===== src/design/imuseq_pkg.sv =====
// Shared types, codes and the register table of the IMU bring-up and poll sequencer.
package imuseq_pkg;

  localparam int unsigned TABLE_ENTRIES_DEF = 7;
  localparam int unsigned NUM_WORDS = 7;

  localparam logic [15:0] SAMPLE_PERIOD_RST = 16'd10;
  localparam logic [15:0] STALE_LIMIT_RST   = 16'd500;
  localparam logic [15:0] RETRY_PERIOD_RST  = 16'd1000;

  localparam logic [31:0] POWER_WAIT_MS = 32'd100;
  localparam logic [31:0] SETTLE_MS     = 32'd50;

  localparam logic [7:0] WHO_AM_I_ADDR = 8'h75;
  localparam logic [7:0] WHO_AM_I_VAL  = 8'h68;
  localparam logic [7:0] PWR_MGMT_ADDR = 8'h6B;
  localparam logic [7:0] RESET_VAL     = 8'h80;
  localparam logic [7:0] BURST_ADDR    = 8'h3A;

  // Register indexes of the configuration port.
  localparam logic [1:0] REG_SAMPLE_PERIOD = 2'd0;
  localparam logic [1:0] REG_STALE_LIMIT   = 2'd1;
  localparam logic [1:0] REG_RETRY_PERIOD  = 2'd2;

  typedef enum logic [2:0] {
    PH_POWER_WAIT = 3'd0,
    PH_PROBE      = 3'd1,
    PH_RESET      = 3'd2,
    PH_RESET_WAIT = 3'd3,
    PH_CONFIGURE  = 3'd4,
    PH_SAMPLE     = 3'd5,
    PH_RETRY      = 3'd6
  } phase_t;

  typedef enum logic [2:0] {
    ST_STARTING   = 3'd0,
    ST_READY      = 3'd1,
    ST_BUS_ERROR  = 3'd2,
    ST_ID_ERROR   = 3'd3,
    ST_DATA_ERROR = 3'd4
  } status_t;

  typedef enum logic [1:0] {
    REQ_NONE  = 2'd0,
    REQ_ID    = 2'd1,
    REQ_WRITE = 2'd2,
    REQ_BURST = 2'd3
  } req_t;

  typedef struct packed {
    logic [31:0]                now;
    logic                       bus_ok;
    logic [7:0]                 read_byte;
    logic [NUM_WORDS-1:0][15:0] words;
  } item_t;

  typedef struct packed {
    logic [1:0]                 request_kind;
    logic [7:0]                 reg_addr;
    logic [7:0]                 reg_value;
    logic [2:0]                 sensor_status;
    logic                       sample_fresh;
    logic [NUM_WORDS-1:0][15:0] words;
  } result_t;

  typedef struct packed {
    logic [7:0] addr;
    logic [7:0] value;
  } tbl_entry_t;

  function automatic tbl_entry_t init_table(input logic [2:0] idx);
    tbl_entry_t e;
    case (idx)
      3'd0:    e = '{addr: 8'h6B, value: 8'h01};
      3'd1:    e = '{addr: 8'h6C, value: 8'h00};
      3'd2:    e = '{addr: 8'h1A, value: 8'h03};
      3'd3:    e = '{addr: 8'h19, value: 8'h09};
      3'd4:    e = '{addr: 8'h1B, value: 8'h00};
      3'd5:    e = '{addr: 8'h1C, value: 8'h00};
      default: e = '{addr: 8'h38, value: 8'h01};
    endcase
    return e;
  endfunction

endpackage


===== src/design/imuseq_ctrl.sv =====
// Phase state machine and sample store; decides one tick per transfer.
module imuseq_ctrl
  import imuseq_pkg::*;
#(
  parameter int unsigned TABLE_ENTRIES = TABLE_ENTRIES_DEF
) (
  input  logic        clk,
  input  logic        rst_n,
  input  logic        fire,
  input  item_t       item,
  input  logic [15:0] sample_period,
  input  logic [15:0] stale_limit,
  input  logic [15:0] retry_period,
  output result_t     res
);

  localparam int unsigned STEP_W = (TABLE_ENTRIES > 2) ? $clog2(TABLE_ENTRIES) : 1;
  localparam logic [STEP_W-1:0] LAST_STEP = STEP_W'(TABLE_ENTRIES - 1);

  phase_t                     phase_r, phase_nxt;
  status_t                    status_r, status_nxt;
  logic [STEP_W-1:0]          step_r, step_nxt;
  logic [31:0]                start_r, start_nxt;
  logic [31:0]                poll_r, poll_nxt;
  logic [31:0]                data_r, data_nxt;
  logic [31:0]                stime_r, stime_nxt;
  logic                       held_r, held_nxt;
  logic [NUM_WORDS-1:0][15:0] words_r, words_nxt;

  logic [31:0] since_start, since_poll, since_data, age;
  tbl_entry_t  entry;

  assign since_start = item.now - start_r;
  assign since_poll  = item.now - poll_r;
  assign since_data  = item.now - data_r;
  assign entry       = init_table(3'(step_r));

  always_ff @(posedge clk) begin
    if (!rst_n) begin
      phase_r  <= PH_POWER_WAIT;
      status_r <= ST_STARTING;
      step_r   <= '0;
      start_r  <= '0;
      poll_r   <= '0;
      data_r   <= '0;
      stime_r  <= '0;
      held_r   <= 1'b0;
      words_r  <= '0;
    end else if (fire) begin
      phase_r  <= phase_nxt;
      status_r <= status_nxt;
      step_r   <= step_nxt;
      start_r  <= start_nxt;
      poll_r   <= poll_nxt;
      data_r   <= data_nxt;
      stime_r  <= stime_nxt;
      held_r   <= held_nxt;
      words_r  <= words_nxt;
    end
  end

  always_comb begin
    phase_nxt  = phase_r;
    status_nxt = status_r;
    step_nxt   = step_r;
    start_nxt  = start_r;
    poll_nxt   = poll_r;
    data_nxt   = data_r;
    stime_nxt  = stime_r;
    held_nxt   = held_r;
    words_nxt  = words_r;
    res.request_kind = REQ_NONE;
    res.reg_addr     = '0;
    res.reg_value    = '0;
    unique case (phase_r)
      PH_POWER_WAIT, PH_RESET_WAIT: begin
        if (since_start >= POWER_WAIT_MS) begin
          phase_nxt = (phase_r == PH_POWER_WAIT) ? PH_PROBE : PH_CONFIGURE;
        end
      end
      PH_PROBE: begin
        res.request_kind = REQ_ID;
        res.reg_addr     = WHO_AM_I_ADDR;
        if (!item.bus_ok) begin
          status_nxt = ST_BUS_ERROR;
          held_nxt   = 1'b0;
          phase_nxt  = PH_RETRY;
          start_nxt  = item.now;
        end else if (item.read_byte != WHO_AM_I_VAL) begin
          status_nxt = ST_ID_ERROR;
          held_nxt   = 1'b0;
          phase_nxt  = PH_RETRY;
          start_nxt  = item.now;
        end else begin
          phase_nxt = PH_RESET;
        end
      end
      PH_RESET: begin
        res.request_kind = REQ_WRITE;
        res.reg_addr     = PWR_MGMT_ADDR;
        res.reg_value    = RESET_VAL;
        start_nxt        = item.now;
        if (!item.bus_ok) begin
          status_nxt = ST_BUS_ERROR;
          held_nxt   = 1'b0;
          phase_nxt  = PH_RETRY;
        end else begin
          phase_nxt = PH_RESET_WAIT;
          step_nxt  = '0;
        end
      end
      PH_CONFIGURE: begin
        // The clock-source write needs time to settle before the second entry.
        if (!(step_r == STEP_W'(1) && since_start < SETTLE_MS)) begin
          res.request_kind = REQ_WRITE;
          res.reg_addr     = entry.addr;
          res.reg_value    = entry.value;
          start_nxt        = item.now;
          if (!item.bus_ok) begin
            status_nxt = ST_BUS_ERROR;
            held_nxt   = 1'b0;
            phase_nxt  = PH_RETRY;
          end else if (step_r == LAST_STEP) begin
            step_nxt  = '0;
            phase_nxt = PH_SAMPLE;
            poll_nxt  = item.now;
            data_nxt  = item.now;
          end else begin
            step_nxt = step_r + 1'b1;
          end
        end
      end
      PH_SAMPLE: begin
        if (since_poll >= 32'(sample_period)) begin
          poll_nxt         = item.now;
          res.request_kind = REQ_BURST;
          res.reg_addr     = BURST_ADDR;
          if (!item.bus_ok) begin
            status_nxt = ST_BUS_ERROR;
            held_nxt   = 1'b0;
            phase_nxt  = PH_RETRY;
            start_nxt  = item.now;
          end else if (!item.read_byte[0]) begin
            if (since_data >= 32'(stale_limit)) begin
              status_nxt = ST_DATA_ERROR;
              held_nxt   = 1'b0;
              phase_nxt  = PH_RETRY;
              start_nxt  = item.now;
            end
          end else begin
            words_nxt  = item.words;
            stime_nxt  = item.now;
            data_nxt   = item.now;
            held_nxt   = 1'b1;
            status_nxt = ST_READY;
          end
        end
      end
      default: begin
        phase_nxt = PH_RETRY;
        if (since_start >= 32'(retry_period)) begin
          status_nxt = ST_STARTING;
          phase_nxt  = PH_PROBE;
        end
      end
    endcase
    age = item.now - stime_nxt;
    res.sensor_status = status_nxt;
    res.sample_fresh  = (status_nxt == ST_READY) && held_nxt && (age < 32'(stale_limit));
    res.words         = words_nxt;
  end

  a_ready_has_sample: assert property (@(posedge clk) disable iff (!rst_n)
    status_r == ST_READY |-> held_r)
    else $error("ready status without a held sample");

  a_error_in_retry: assert property (@(posedge clk) disable iff (!rst_n)
    (status_r == ST_BUS_ERROR || status_r == ST_ID_ERROR || status_r == ST_DATA_ERROR)
    |-> phase_r == PH_RETRY)
    else $error("error status outside the retry phase");

  a_reset_ok_waits: assert property (@(posedge clk) disable iff (!rst_n)
    fire && phase_r == PH_RESET && item.bus_ok |=> phase_r == PH_RESET_WAIT)
    else $error("soft reset accepted but reset wait not entered");

  a_idle_holds: assert property (@(posedge clk) disable iff (!rst_n)
    !fire |=> $stable(phase_r) && $stable(status_r) && $stable(step_r))
    else $error("state moved without a transfer");

endmodule


===== src/design/imu_sensor_bringup_poll_sequencer.sv =====
// Sequencer core: one transfer in is one millisecond tick with the outcome of that tick's
// bus transaction; one result comes out per tick, naming the transaction to perform
// together with the status, freshness flag and latest sample. Every tick passes through a
// single decision stage between an input register and an output register, so a transfer
// can be accepted every cycle while out_stall is low; the input register keeps taking one
// transfer while a result waits on out_stall. The result is registered in the output
// register when the decision stage fires on the transfer held in the input register.
// Configuration registers (byte addresses 0, 4, 8: sample period, stale limit, retry
// period, 16 bits each) should be written only while no tick is in flight.
module imu_sensor_bringup_poll_sequencer
  import imuseq_pkg::*;
#(
  parameter int unsigned TABLE_ENTRIES = TABLE_ENTRIES_DEF
) (
  input  logic               clk,
  input  logic               rst_n,
  input  logic               in_valid,
  output logic               in_stall,
  input  logic [31:0]        in_now,
  input  logic               in_bus_ok,
  input  logic [7:0]         in_read_byte,
  input  logic [15:0]        in_accel_x_raw,
  input  logic [15:0]        in_accel_y_raw,
  input  logic [15:0]        in_accel_z_raw,
  input  logic [15:0]        in_temp_raw,
  input  logic [15:0]        in_gyro_x_raw,
  input  logic [15:0]        in_gyro_y_raw,
  input  logic [15:0]        in_gyro_z_raw,
  output logic               out_valid,
  input  logic               out_stall,
  output logic [1:0]         out_request_kind,
  output logic [7:0]         out_reg_addr,
  output logic [7:0]         out_reg_value,
  output logic [2:0]         out_sensor_status,
  output logic               out_sample_fresh,
  output logic signed [15:0] out_accel_x_out,
  output logic signed [15:0] out_accel_y_out,
  output logic signed [15:0] out_accel_z_out,
  output logic signed [15:0] out_temp_out,
  output logic signed [15:0] out_gyro_x_out,
  output logic signed [15:0] out_gyro_y_out,
  output logic signed [15:0] out_gyro_z_out,
  input  logic               psel,
  input  logic               penable,
  input  logic               pwrite,
  input  logic [3:0]         paddr,
  input  logic [31:0]        pwdata,
  output logic [31:0]        prdata,
  output logic               pready
);

  logic        in_valid_r;
  item_t       item_r;
  logic        out_valid_r;
  result_t     res_r, res;
  logic        fire;
  logic [15:0] period_r, stale_r, retry_r;
  logic        cfg_wr;

  // The decision stage advances when the output register is free or being emptied.
  assign fire     = in_valid_r && (!out_valid_r || !out_stall);
  assign in_stall = in_valid_r && !fire;

  always_ff @(posedge clk) begin
    if (!rst_n) begin
      in_valid_r <= 1'b0;
    end else if (!in_stall) begin
      in_valid_r <= in_valid;
    end
  end

  always_ff @(posedge clk) begin
    if (in_valid && !in_stall) begin
      item_r.now       <= in_now;
      item_r.bus_ok    <= in_bus_ok;
      item_r.read_byte <= in_read_byte;
      item_r.words     <= {in_gyro_z_raw, in_gyro_y_raw, in_gyro_x_raw, in_temp_raw,
                           in_accel_z_raw, in_accel_y_raw, in_accel_x_raw};
    end
  end

  imuseq_ctrl #(
    .TABLE_ENTRIES(TABLE_ENTRIES)
  ) u_ctrl (
    .clk          (clk),
    .rst_n        (rst_n),
    .fire         (fire),
    .item         (item_r),
    .sample_period(period_r),
    .stale_limit  (stale_r),
    .retry_period (retry_r),
    .res          (res)
  );

  always_ff @(posedge clk) begin
    if (!rst_n) begin
      out_valid_r <= 1'b0;
    end else if (fire) begin
      out_valid_r <= 1'b1;
    end else if (!out_stall) begin
      out_valid_r <= 1'b0;
    end
  end

  always_ff @(posedge clk) begin
    if (fire) begin
      res_r <= res;
    end
  end

  assign out_valid         = out_valid_r;
  assign out_request_kind  = res_r.request_kind;
  assign out_reg_addr      = res_r.reg_addr;
  assign out_reg_value     = res_r.reg_value;
  assign out_sensor_status = res_r.sensor_status;
  assign out_sample_fresh  = res_r.sample_fresh;
  assign out_accel_x_out   = res_r.words[0];
  assign out_accel_y_out   = res_r.words[1];
  assign out_accel_z_out   = res_r.words[2];
  assign out_temp_out      = res_r.words[3];
  assign out_gyro_x_out    = res_r.words[4];
  assign out_gyro_y_out    = res_r.words[5];
  assign out_gyro_z_out    = res_r.words[6];

  assign pready = 1'b1;
  assign cfg_wr = psel && penable && pwrite;

  always_ff @(posedge clk) begin
    if (!rst_n) begin
      period_r <= SAMPLE_PERIOD_RST;
      stale_r  <= STALE_LIMIT_RST;
      retry_r  <= RETRY_PERIOD_RST;
    end else if (cfg_wr) begin
      unique case (paddr[3:2])
        REG_SAMPLE_PERIOD: period_r <= pwdata[15:0];
        REG_STALE_LIMIT:   stale_r  <= pwdata[15:0];
        REG_RETRY_PERIOD:  retry_r  <= pwdata[15:0];
        default: ;
      endcase
    end
  end

  always_comb begin
    unique case (paddr[3:2])
      REG_SAMPLE_PERIOD: prdata = {16'd0, period_r};
      REG_STALE_LIMIT:   prdata = {16'd0, stale_r};
      REG_RETRY_PERIOD:  prdata = {16'd0, retry_r};
      default:           prdata = '0;
    endcase
  end

endmodule

===== config.mk =====
export PLATFORM = sky130hd
export DESIGN_NAME = imu_sensor_bringup_poll_sequencer
export DESIGN_NICKNAME = d
export VERILOG_FILES = /design/src/design/imuseq_pkg.sv /design/src/design/imuseq_ctrl.sv /design/src/design/imu_sensor_bringup_poll_sequencer.sv
export SDC_FILE = /design/constraint.sdc
export NUM_CORES = 1
export LEC_CHECK = 0
export BUFFER_PORTS_ARGS = -buffer_cell sky130_fd_sc_hd__buf_2
export CAP_MARGIN = 10
export CELL_PAD_IN_SITES_DETAIL_PLACEMENT = 1
export CELL_PAD_IN_SITES_GLOBAL_PLACEMENT = 1
export CORE_MARGIN = 2
export CORE_UTILIZATION = 49
export CTS_BUF_LIST = sky130_fd_sc_hd__clkbuf_8 sky130_fd_sc_hd__clkbuf_16
export CTS_CLUSTER_SIZE = 20
export DETAILED_ROUTE_END_ITERATION = 8
export PLACE_DENSITY = 0.86
export SLEW_MARGIN = 20
export SYNTH_ARGS = -nofsm -noshare
export SYNTH_HDL_FRONTEND = slang
export SYNTH_SLANG_ARGS = --single-unit

===== constraint.sdc =====
create_clock -name clk -period 21 [get_ports clk]
set_clock_uncertainty 0.15 [all_clocks]
set_input_delay 0 -clock clk [delete_from_list [all_inputs] [get_ports clk]]
set_output_delay 0 -clock clk [all_outputs]
set_load 0.02 [all_outputs]

==> results of run 1 <==
==> synth_stat cells (50+ instances only) <==
cell type	instances
mux2_2	116
dfxtp_1	300
edfxtp_1	281
nand2_1	372
o21ai_0	107
mux2i_1	86
nor2_1	406
nor3b_1	63
ha_1	189
nor3_1	88
clkbuf_1	126
a21oi_1	227
inv_1	186
xnor2_1	50
==> routing by layer <==
layer / GRT usage / overflow
met5: 0.492 / 0
met4: 0.770 / 5
met3: 0.697 / 1
met2: 0.897 / 9
met1: 0.744 / 1
==> per-stage QoR <==
| stage | area, sq um | utilization | hold WS, ns | std cells |
|---|---|---|---|---|
| CTS | 38800 | 0.617 | 0.00495 | 4757 |
| global placement | 33300 | 0.529 | 0.0258 | 4307 |
| floorplan | 31100 | - | -0.0511 | 3282 |
| detailed placement | 33300 | 0.529 | 0.0283 | 4307 |
==> cell families after synthesis <==
group           Yosys count  share of synthesized area
mux                     203                     0.0703
buf+inv                 363                     0.0478
xor+xnor                 85                     0.0240
other cells               2                   0.000242
simple gates           1160                      0.171
flops                   581                      0.466
compound gates          671                      0.140
fa+ha+maj               197                     0.0802
==> impl_metrics.py, run 1 <==
metrics = {
    "outcome": {
        "status": "aborted with a tool error",
        "flow.stopped_at": "global routing",
        "error_text_reported_by_the_tool": "[ERROR GRT-0232] Routing congestion too high. Check the congestion heatmap in the GUI.",
    },
    "clock_network": {
        "htree_levels": 2,
        "cts_sinks": 581,
        "cts-resized-gates": 0,
        "post_cts_hold_buffer_count": 336,
        "cts_setup_buffers": 0,
        "numCtsBuffers": 60,
        "ctsRootBufferMaster": "clkbuf_16",
        "ctsLongestPathBuffers": 3,
    },
    "yosys": {
        "synth.cell_area_sq_um": 31000,
        "netlist_instances": 3262,
        "netlist.top_cell.by_area": "edfxtp_1",
        "yosys_warnings": 0,
        "synth.ff_latch_count": 581,
        "post_synth_edffs": 281,
        "async_flop_share": 0,
        "netlist_top_cells_area": "edfxtp_1 (27%), dfxtp_1 (19%), ha_1 (7.6%), nor2_1 (4.9%), nand2_1 (4.5%)",
        "synth_area_per_cell_sq_um": 9.50,
        "synthDistinctLibCells": 93,
        "synth.top_cell.area_share": 0.272,
        "synth.yosys.seq_area_share": 0.466,
        "post_synth_top_flop": "dfxtp_1",
    },
    "floorplan": {
        "std_cell_rows": 92,
        "io_pins": 365,
        "floorplan.die.width_um": 255,
        "die_h_um": 255,
        "initial_utilization": 0.493,
    },
    "placed_design": {
        "number_of_buffers_added_on_ports": 324,
        "place.gp.congestion": 0.903,
        "place_hpwl_um": 66800,
        "detailedPlace.worstSlack_ns": 9.11,
    },
    "global_route": {
        "grt_max_degree": 140,
        "global_route.usage.total": 0.773,
        "globalRoute.totalOverflow": 16,
        "antenna_found_initial": 17,
    },
}
==> run 2, diff against run 1 <==
--- a/config.mk
+++ b/config.mk
@@ -7,14 +7,10 @@
 export LEC_CHECK = 0
 export BUFFER_PORTS_ARGS = -buffer_cell sky130_fd_sc_hd__buf_2
 export CAP_MARGIN = 10
-export CELL_PAD_IN_SITES_DETAIL_PLACEMENT = 1
-export CELL_PAD_IN_SITES_GLOBAL_PLACEMENT = 1
 export CORE_MARGIN = 2
-export CORE_UTILIZATION = 49
-export CTS_BUF_LIST = sky130_fd_sc_hd__clkbuf_8 sky130_fd_sc_hd__clkbuf_16
-export CTS_CLUSTER_SIZE = 20
+export CORE_UTILIZATION = 40
 export DETAILED_ROUTE_END_ITERATION = 8
-export PLACE_DENSITY = 0.86
+export PLACE_DENSITY_LB_ADDON = 0.15
 export SLEW_MARGIN = 20
 export SYNTH_ARGS = -nofsm -noshare
 export SYNTH_HDL_FRONTEND = slang
==> run 2 against run 1 <==
Net effect:
- the flow now finishes without violations
- area after synthesis is the same
- synthesized cell count is the same
==> impl_metrics.py, run 2 <==
metrics = {
    "yosys": {
        "synth.cell_area_sq_um": 31000,
        "synth_simple_gate_area_frac": 0.171,
        "synth_mux_area_frac": 0.0703,
        "post_synth_top_flop": "dfxtp_1",
        "netlist_top_cells_area": "edfxtp_1 (27%), dfxtp_1 (19%), ha_1 (7.6%), nor2_1 (4.9%), nand2_1 (4.5%)",
        "netlist.top_cell.by_area": "edfxtp_1",
        "synthDistinctLibCells": 93,
        "synth-compound-area-share": 0.140,
        "synth.ff_latch_count": 581,
        "synthTopCellsByCount": "nor2_1 (406), nand2_1 (372), dfxtp_1 (300)",
        "async_flop_share": 0,
        "post_synth_fa_ha_maj_area_fraction": 0.0802,
        "netlist_instances": 3262,
        "synth.yosys.seq_area_share": 0.466,
        "main_combinational_cell_family_by_area_after_synthesis": "simple AND/OR/NAND/NOR gates",
        "yosys.cell_count.top_type": "nor2_1",
        "yosys_warnings": 0,
        "post_synth_edffs": 281,
        "synth_xor_xnor_area_share": 0.0240,
        "synth_area_per_cell_sq_um": 9.50,
        "synth.top_cell.area_share": 0.272,
    },
    "finish": {
        "commonest_non_fill_non_tap_cells_in_the_layout": "nor2_1 (406), nand2_1 (370), dlygate4sd3_1 (338)",
        "post_route_cells_drive_above_1_share": 0.157,
        "top_register": "item_r",
        "areaGrowthSynthToFinish_pct": 26.8,
        "design_area_sq_um": 39300,
        "reg.largest.list": "item_r (153), u_ctrl.words_r (112)",
        "final_cell_count_no_fill": 4968,
        "diodes": 0,
        "design.final.nets": 4263,
        "largest_register_ff_count": 153,
        "layout_commonest_cell": "nor2_1",
        "fin_util": 0.510,
    },
    "sta": {
        "fin_crit_sh": 0.547,
        "timing.setup.tns_ns": 0,
        "finalHoldViolations": 0,
        "timing_worst_slew_pin_value_ns": 1.13,
        "maxSlewViolCount": 0,
        "post-route-min-period_ns": 11.49,
        "unrepaired_setup_endpoints_after_global_routing": "false",
        "timing.max_slew.rel_slack": 0.248,
        "setup_viol": 0,
        "fmaxAchievable_ghz": 0.0870,
    },
    "placed_design": {
        "dp.cells": 4505,
        "number_of_buffers_added_on_ports": 324,
        "place_hpwl_um": 58300,
        "place.gp.congestion": 0.913,
        "placement.cell_area_sq_um": 33500,
    },
    "critical_path": {
        "crit_path_max_incr_delay_ns": 0.69,
        "worst_path_most_repeated_cell": "o21ai_0",
        "startpoint_type": "register",
        "cp_data_arrival_time_ns": 11.76,
        "critical_path_class": "register to register",
        "worstPathMaxFanout": 26,
        "timing.critical_path.required_ns": 21.27,
        "cp_slowest_cell": "or4_4",
        "end_kind": "register",
    },
    "route": {
        "route.detailed.vias_per_inst": 5.16,
        "drc": 0,
        "drt_iter0_drc": 1657,
        "detailedRoute.firstPassIterationCount": 5,
        "antenna_left": 0,
        "vias": 25617,
        "avgRoutedWirePerCell_um": 17.4,
        "route.final.wire_length_um": 86700,
    },
    "floorplan": {
        "io_pins": 365,
        "std_cell_rows": 102,
        "die_h_um": 282,
        "core_area_sq_um": 77100,
        "floorplan.die.width_um": 282,
        "initial_utilization": 0.402,
        "die_area_sq_um": 79700,
    },
    "job": {
        "max_cap_violations": 0,
    },
    "outcome": {
        "status": "finished clean",
    },
    "clock_network": {
        "ctsLongestPathBuffers": 3,
        "post_cts_hold_buffer_count": 338,
        "ctsRootBufferMaster": "clkbuf_16",
        "clock_latency_ns": 0.64,
        "numCtsBuffers": 69,
        "htree_levels": 3,
        "cts_sinks": 581,
        "cts_setup_buffers": 0,
        "cts-resized-gates": 0,
        "clk_pin_slew_ns": 0.06,
        "clock_tree_from_tritoncts": "built",
    },
    "power": {
        "intPower_mw": 2.18,
        "share_seq_of_total_power": 0.427,
        "p_per_area_nw_per_um2": 76.1,
        "combPwrFrac": 0.157,
        "post-layout-total-power_mw": 2.99,
        "p_leak_nw": 15.8,
        "power_frac_clock": 0.415,
        "switching_share": 0.269,
        "ir_worst_vdd_mv": 0.0752,
        "net-switching-power_mw": 0.804,
    },
    "global_route": {
        "grt_pass1_vias": 25167,
        "use_met3": 0.0469,
        "globalRouteMet2Util": 0.367,
        "global_route.usage.total": 0.214,
        "antenna_found_initial": 3,
        "first_pass_grt_wire_length_um": 136000,
        "globalRoute.totalOverflow": 0,
        "grt_max_degree": 157,
        "top_usage_layer": "met2",
        "grt_use_met1": 0.267,
    },
    "min_path": {
        "min_path_type": "input pin to register",
    },
}
[run 2: cell counts after synthesis]
No cell type changed its count.
[run 2: cells by family after synthesis]
kind of cell,count (synthesis)
and+or+nand+nor,1160
AOI/OAI and AO/OA,671
DFF,581
buffers and inverters,363
muxes,203
adders and majority gates,197
xor gates and xnor gates,85
other,2
[run 2: path summary, 6_finish.rpt]
check / start / to / slack, ns / depth (start not counted)
worst max register to register: item_r[122]$_DFFE_PP_ / out_sample_fresh$_DFFE_PP_ / 9.51 / 42
worst min register to register: u_ctrl.data_r[26]$_SDFFE_PN0P_ / u_ctrl.data_r[26]$_SDFFE_PN0P_ / 0.30 / 2
worst max-delay path: item_r[122]$_DFFE_PP_ / out_sample_fresh$_DFFE_PP_ / 9.51 / 42
worst min-delay path: in_gyro_y_raw[6] / item_r[86]$_DFFE_PP_ / 0.01 / 2
[run 2: critical path: cells and delay by family, from the launching register on]
family	cells	cell delay, ns
compound gates	16	3.55
xor+xnor	2	0.29
fa+ha+maj	6	2.06
buf+inv	1	0.28
flops	1	0.66
mux	1	0.09
simple gates	16	4.13
[run 2: power by group through the flow]
| stage | clock, mW | sequential, mW | combinational, mW |
|---|---|---|---|
| after global placement | 0 | 1.30 | 0.418 |
| after floorplan | 0 | 1.31 | 0.287 |
| after detailed placement | 0 | 1.30 | 0.419 |
| after CTS | 1.27 | 1.28 | 0.469 |
| after global routing | 1.32 | 1.28 | 0.524 |
| final | 1.24 | 1.28 | 0.470 |
[run 2: routing by layer]
metal,up-vias,share of wire
li1,12768,-
met1,12101,0.43
met2,582,0.48
met3,166,0.056
met4,0,0.032
met5,-,0
[run 2: area by class of cell]
| cell class | instances | area (sq um) |
|---|---|---|
| inverters | 189 | 722 |
| multi-input cells | 2338 | 15200 |
| repair buffers | 695 | 5270 |
| clock inverters | 32 | 489 |
| fillers | 7113 | 37800 |
| well taps | 1040 | 1300 |
| flip-flops and latches | 581 | 14400 |
| clock buffers | 93 | 1890 |
[run 2: per-stage QoR]
| step | hold WS (ns) | setup WS (ns) |
|---|---|---|
| floorplan | -0.0511 | 10.69 |
| global placement | 0.0262 | 9.59 |
| detailed placement | 0.0281 | 9.56 |
| CTS | 0.00449 | 9.48 |
| global route | 0.00988 | 8.60 |
| finish | 0.0133 | 9.51 |
Note: power is estimated with default switching activity, not from simulation.
==> run 3, diff against run 2 <==
==> constraint.sdc (replaced) <==
create_clock -name clk -period 11.8 [get_ports clk]
set_clock_uncertainty 0.15 [all_clocks]
set_input_delay 0 -clock clk [delete_from_list [all_inputs] [get_ports clk]]
set_output_delay 0 -clock clk [all_outputs]
set_load 0.02 [all_outputs]
==> run 3 against run 2 <==
Net effect:
- non-clock buffer count increased by 2
- largest cell class unchanged
- clock power is 66% higher
- wire length increased by 2.2%
- largest power group unchanged
- final cell count about the same
==> impl_metrics.py, run 3 (same netlist as run 2, synthesis figures left out) <==
metrics = {
    "critical_path": {
        "startpoint_type": "register",
        "reg2reg_to": "out_sample_fresh$_DFFE_PP_",
        "crit_path_max_incr_delay_ns": 0.68,
        "timing.critical_path.to": "out_sample_fresh$_DFFE_PP_",
        "critical_path.reg2reg.startpoint": "item_r[124]$_DFFE_PP_",
        "cp_slowest_cell": "or4_4",
        "startpoint": "item_r[124]$_DFFE_PP_",
        "rr_worst_depth": 43,
        "critical_path_class": "register to register",
        "end_kind": "register",
        "worstPathMaxFanout": 37,
        "timing.critical_path.required_ns": 12.10,
        "cp_data_arrival_time_ns": 11.05,
        "register_to_register_path_setup_slack_ns": 1.05,
    },
    "floorplan": {
        "io_pins": 365,
        "die_h_um": 282,
        "floorplan.die.width_um": 282,
        "std_cell_rows": 102,
        "initial_utilization": 0.402,
        "core_area_sq_um": 77100,
        "die_area_sq_um": 79700,
    },
    "global_route": {
        "grt_pass1_vias": 25503,
        "antenna_found_initial": 1,
        "grt_max_degree": 175,
        "first_pass_grt_wire_length_um": 138000,
        "globalRoute.totalOverflow": 0,
        "global_route.usage.total": 0.219,
    },
    "placed_design": {
        "place_hpwl_um": 60100,
        "placement.cell_area_sq_um": 33600,
        "number_of_buffers_added_on_ports": 324,
        "place.gp.congestion": 0.906,
    },
    "clock_network": {
        "ctsLongestPathBuffers": 3,
        "htree_levels": 3,
        "cts_setup_buffers": 0,
        "numCtsBuffers": 67,
        "clk_pin_slew_ns": 0.06,
        "cts_sinks": 581,
        "clock_latency_ns": 0.63,
        "ctsRootBufferMaster": "clkbuf_16",
        "clock_tree_from_tritoncts": "built",
    },
    "finish": {
        "reg.largest.list": "item_r (153), u_ctrl.words_r (112)",
        "areaGrowthSynthToFinish_pct": 26.4,
        "final.fill_count": 7228,
        "commonest_non_fill_non_tap_cells_in_the_layout": "nor2_1 (406), nand2_1 (370), dlygate4sd3_1 (334)",
        "layout_commonest_cell": "nor2_1",
        "design.final.nets": 4263,
        "design_area_sq_um": 39200,
        "top_register": "item_r",
        "largest_register_ff_count": 153,
        "post_route_cells_drive_above_1_share": 0.156,
    },
    "sta": {
        "maxSlewViolCount": 0,
        "timing.setup.tns_ns": 0,
        "timing_worst_slew_pin_value_ns": 1.09,
        "setup_viol": 0,
        "unrepaired_setup_endpoints_after_global_routing": "false",
        "finalHoldViolations": 0,
        "fmaxAchievable_ghz": 0.0931,
        "timing.max_slew.rel_slack": 0.270,
        "fin_crit_sh": 0.911,
        "post-route-min-period_ns": 10.75,
    },
    "job": {
        "max_cap_violations": 0,
    },
    "route": {
        "avgRoutedWirePerCell_um": 17.8,
        "antenna_left": 0,
        "detailedRoute.firstPassIterationCount": 5,
        "drc": 0,
        "drt_iter0_drc": 1501,
        "vias": 25709,
        "routed.top_layer": "met5",
        "met3_wirelength_um": 4410,
        "met2RoutedLength_um": 43700,
        "route.final.wire_length_um": 88600,
        "route.detailed.vias_per_inst": 5.17,
        "drt-met1-wl_um": 38000,
    },
    "power": {
        "p_leak_nw": 15.7,
        "p_per_area_nw_per_um2": 132,
        "ir_worst_vdd_mv": 0.121,
        "post-layout-total-power_mw": 5.18,
    },
    "min_path": {
        "min_path_type": "input pin to register",
    },
    "outcome": {
        "status": "finished clean",
    },
}
[run 3: changes by cell type in the layout (fill, tap and decap cells not counted), sizes merged]
cell	change
dlygate4sd3	-4
clkinv	+12
clkbuf	-8
buf	+6
inv	-1
bufinv	-4
diode	+1
[run 3: worst min path at each step]
stage,from,endpoint,slack (ns),cells past startpoint
finish,in_now[6],item_r[127]$_DFFE_PP_,0.01,2
global route,in_now[13],item_r[134]$_DFFE_PP_,0.02,2
CTS,in_now[7],item_r[128]$_DFFE_PP_,0.002,2
detailed placement,in_gyro_z_raw[12],item_r[108]$_DFFE_PP_,0.03,1
global placement,in_accel_z_raw[7],item_r[39]$_DFFE_PP_,0.03,1
floorplan,in_accel_x_raw[0],item_r[0]$_DFFE_PP_,-0.05,0
[run 3: routing by layer]
layer / vias up / GRT usage
met5: - / 0
li1: 12741 / -
met3: 148 / 0.0414
met2: 537 / 0.385
met4: 2 / 0.0723
met1: 12281 / 0.269
[run 3: area by class of cell]
cell class,count,area (sq um),area share
Clock buffer,85,1770,0.0453
Antenna cell,1,2.50,0.0000639
Inverter,189,722,0.0184
Clock inverter,39,435,0.0111
Multi-Input combinational cell,2338,15200,0.388
Sequential cell,581,14400,0.369
Timing Repair Buffer,697,5290,0.135
Tap cell,1040,1300,0.0332
[run 3: power breakdown]
part	total (mW)	switching [mW]	internal [mW]
clock	2.06	0.900	1.16
sequential	2.27	0.0452	2.22
combinational	0.850	0.485	0.365
[run 3: critical path, delay by kind of cell, from the launching register on]
family | cells | cell delay [ns]
AOI/OAI and AO/OA | 16 | 3.55
xor gates and xnor gates | 2 | 0.30
adders and majority gates | 4 | 1.29
buffers and inverters | 1 | 0.33
DFF | 1 | 0.55
muxes | 2 | 0.45
and+or+nand+nor | 18 | 3.93
[run 3: what timing repair did]
action	4_1_cts	5_1_grt
hold buffers	334	0
hold endpoints to repair	281	0
setup endpoints to repair	0	1
resized for setup	0	3
[run 3: through the flow]
step                      utilization  hold slack [ns]  setup slack [ns]  instances
final                           0.508           0.0122              1.05       4970
after global routing            0.508           0.0182            0.0472       4969
after CTS                       0.508          0.00175             0.921       4969
after detailed placement        0.436           0.0281             0.930       4511
after global placement          0.436           0.0260              1.05       4511
after floorplan                     -          -0.0511              1.49       3282
==> run 4, diff against run 3 <==
==> constraint.sdc (replaced) <==
create_clock -name clk -period 11.81 [get_ports clk]
set_clock_uncertainty 0.15 [all_clocks]
set_input_delay 0 -clock clk [delete_from_list [all_inputs] [get_ports clk]]
set_output_delay 0 -clock clk [all_outputs]
set_load 0.02 [all_outputs]
==> run 4 against run 3 <==
Net effect:
- cell area down 0.19%
- combinational power about the same
- worst setup slack worse by 0.18 ns
- critical path depth unchanged
- final cell count about the same
- wire length down 1.1%
- sequential cell count unchanged
- register-to-register slack worse by 0.18 ns
- sequential power about the same
- utilization down 0.096 points
- power down 1.8%
- largest cell class unchanged
==> impl_metrics.py, run 4 (same netlist as run 2, synthesis figures left out) <==
metrics = {
    "sta": {
        "timing.max_slew.rel_slack": 0.278,
        "timing.setup.tns_ns": 0,
        "maxSlewViolCount": 0,
        "setup_viol": 0,
        "fmaxAchievable_ghz": 0.0914,
        "finalHoldViolations": 0,
        "post-route-min-period_ns": 10.94,
        "setup_slack_ns": 0.871,
        "unrepaired_setup_endpoints_after_global_routing": "false",
        "fin_crit_sh": 0.926,
        "timing_worst_slew_pin_value_ns": 1.07,
    },
    "clock_network": {
        "ctsRootBufferMaster": "clkbuf_16",
        "clock_tree_from_tritoncts": "built",
        "cts_sinks": 581,
        "htree_levels": 2,
        "clk_pin_slew_ns": 0.06,
        "clock_latency_ns": 0.65,
        "cts-resized-gates": 0,
        "numCtsBuffers": 61,
        "ctsLongestPathBuffers": 3,
        "post_cts_hold_buffer_count": 344,
        "cts_setup_buffers": 0,
    },
    "floorplan": {
        "core_area_sq_um": 77100,
        "io_pins": 365,
        "initial_utilization": 0.402,
        "std_cell_rows": 102,
        "floorplan.die.width_um": 282,
        "die_h_um": 282,
        "die_area_sq_um": 79700,
    },
    "critical_path": {
        "crit_path_max_incr_delay_ns": 0.68,
        "rr_worst_depth": 43,
        "cp_slowest_cell": "or4_4",
        "worstPathMaxFanout": 34,
        "timing.critical_path.required_ns": 12.13,
        "critical_path_class": "register to register",
        "end_kind": "register",
        "cp_data_arrival_time_ns": 11.26,
        "startpoint_type": "register",
    },
    "finish": {
        "commonest_non_fill_non_tap_cells_in_the_layout": "nor2_1 (406), nand2_1 (370), dlygate4sd3_1 (344)",
        "largest_register_ff_count": 153,
        "design.final.nets": 4269,
        "areaGrowthSynthToFinish_pct": 26.1,
        "layout_commonest_cell": "nor2_1",
        "post_route_cells_drive_above_1_share": 0.155,
        "top_register": "item_r",
        "reg.largest.list": "item_r (153), u_ctrl.words_r (112)",
    },
    "route": {
        "avgRoutedWirePerCell_um": 17.6,
        "detailedRoute.firstPassIterationCount": 5,
        "drc": 0,
        "route.detailed.vias_per_inst": 5.15,
        "drt_iter0_drc": 1493,
        "antenna_left": 0,
        "route.final.wire_length_um": 87600,
        "vias": 25630,
    },
    "power": {
        "p_per_area_nw_per_um2": 130,
        "p_leak_nw": 15.7,
        "ir_worst_vdd_mv": 0.120,
    },
    "placed_design": {
        "number_of_buffers_added_on_ports": 324,
        "detailedPlace.worstSlack_ns": 0.930,
        "place.gp.congestion": 0.909,
        "place_hpwl_um": 60200,
    },
    "job": {
        "max_cap_violations": 0,
    },
    "outcome": {
        "status": "finished clean",
    },
    "global_route": {
        "globalRoute.totalOverflow": 0,
        "grt_max_degree": 127,
        "first_pass_grt_wire_length_um": 136000,
        "global_route.usage.total": 0.215,
        "antenna_found_initial": 2,
        "grt_pass1_vias": 24932,
    },
    "min_path": {
        "min_path_cells": 4,
        "min_path_type": "input pin to register",
    },
}
[run 4: cell types whose count changed in the layout (fill, tap and decap cells not counted), sizes merged]
cell	previous run	this run
clkbuf	85	83
buf	363	365
inv	190	188
bufinv	3	6
clkinv	32	24
dlygate4sd3	334	344
[run 4: final timing paths]
check	from	endpoint	slack, ns
worst max-delay path	item_r[124]$_DFFE_PP_	out_sample_fresh$_DFFE_PP_	0.87
worst min-delay path	pwdata[6]	retry_r[6]$_SDFFE_PN1P_	0.03
worst max register to register	item_r[124]$_DFFE_PP_	out_sample_fresh$_DFFE_PP_	0.87
worst min register to register	u_ctrl.data_r[26]$_SDFFE_PN0P_	u_ctrl.data_r[26]$_SDFFE_PN0P_	0.30
[run 4: through the flow]
| step | utilization | cells | cell area, sq um | total power [mW] | hold WS, ns |
|---|---|---|---|---|---|
| floorplan | - | 3282 | 31100 | 2.85 | -0.0511 |
| detailed placement | 0.436 | 4513 | 33600 | 3.07 | 0.0281 |
| finish | 0.507 | 4973 | 39100 | 5.08 | 0.0295 |
| global placement | 0.436 | 4513 | 33600 | 3.06 | 0.0259 |
| global route | 0.507 | 4973 | 39100 | 5.32 | 0.0352 |
| CTS | 0.507 | 4972 | 39100 | 5.13 | 0.00128 |
[run 4: metal layers]
| layer | global-route usage | vias to the layer above | wire length, um |
|---|---|---|---|
| li1 | - | 12756 | - |
| met1 | 0.272 | 12264 | 38100 |
| met2 | 0.373 | 478 | 43100 |
| met3 | 0.0370 | 132 | 4040 |
| met4 | 0.0643 | 0 | 2370 |
| met5 | 0 | - | 0 |
[run 4: layout make-up]
cell class / instances / area, sq um
Multi-Input combinational cell: 2338 / 15200
Timing Repair Buffer: 709 / 5380
Clock buffer: 83 / 1680
Fill cell: 7173 / 38000
Clock inverter: 32 / 374
Antenna cell: 1 / 2.50
Inverter: 189 / 722
Tap cell: 1040 / 1300
Sequential cell: 581 / 14400
[run 4: power by group]
group / total [mW] / switching, mW / internal (mW)
sequential: 2.26 / 0.0451 / 2.22
combinational: 0.852 / 0.485 / 0.367
clock: 1.97 / 0.835 / 1.13
[run 4: critical path: cells and delay by family (launching register included)]
family,cells,cell delay [ns]
simple gates,15,3.52
mux,2,0.47
fa+ha+maj,4,1.26
buf+inv,1,0.49
compound gates,19,4.02
flops,1,0.55
xor+xnor,2,0.28
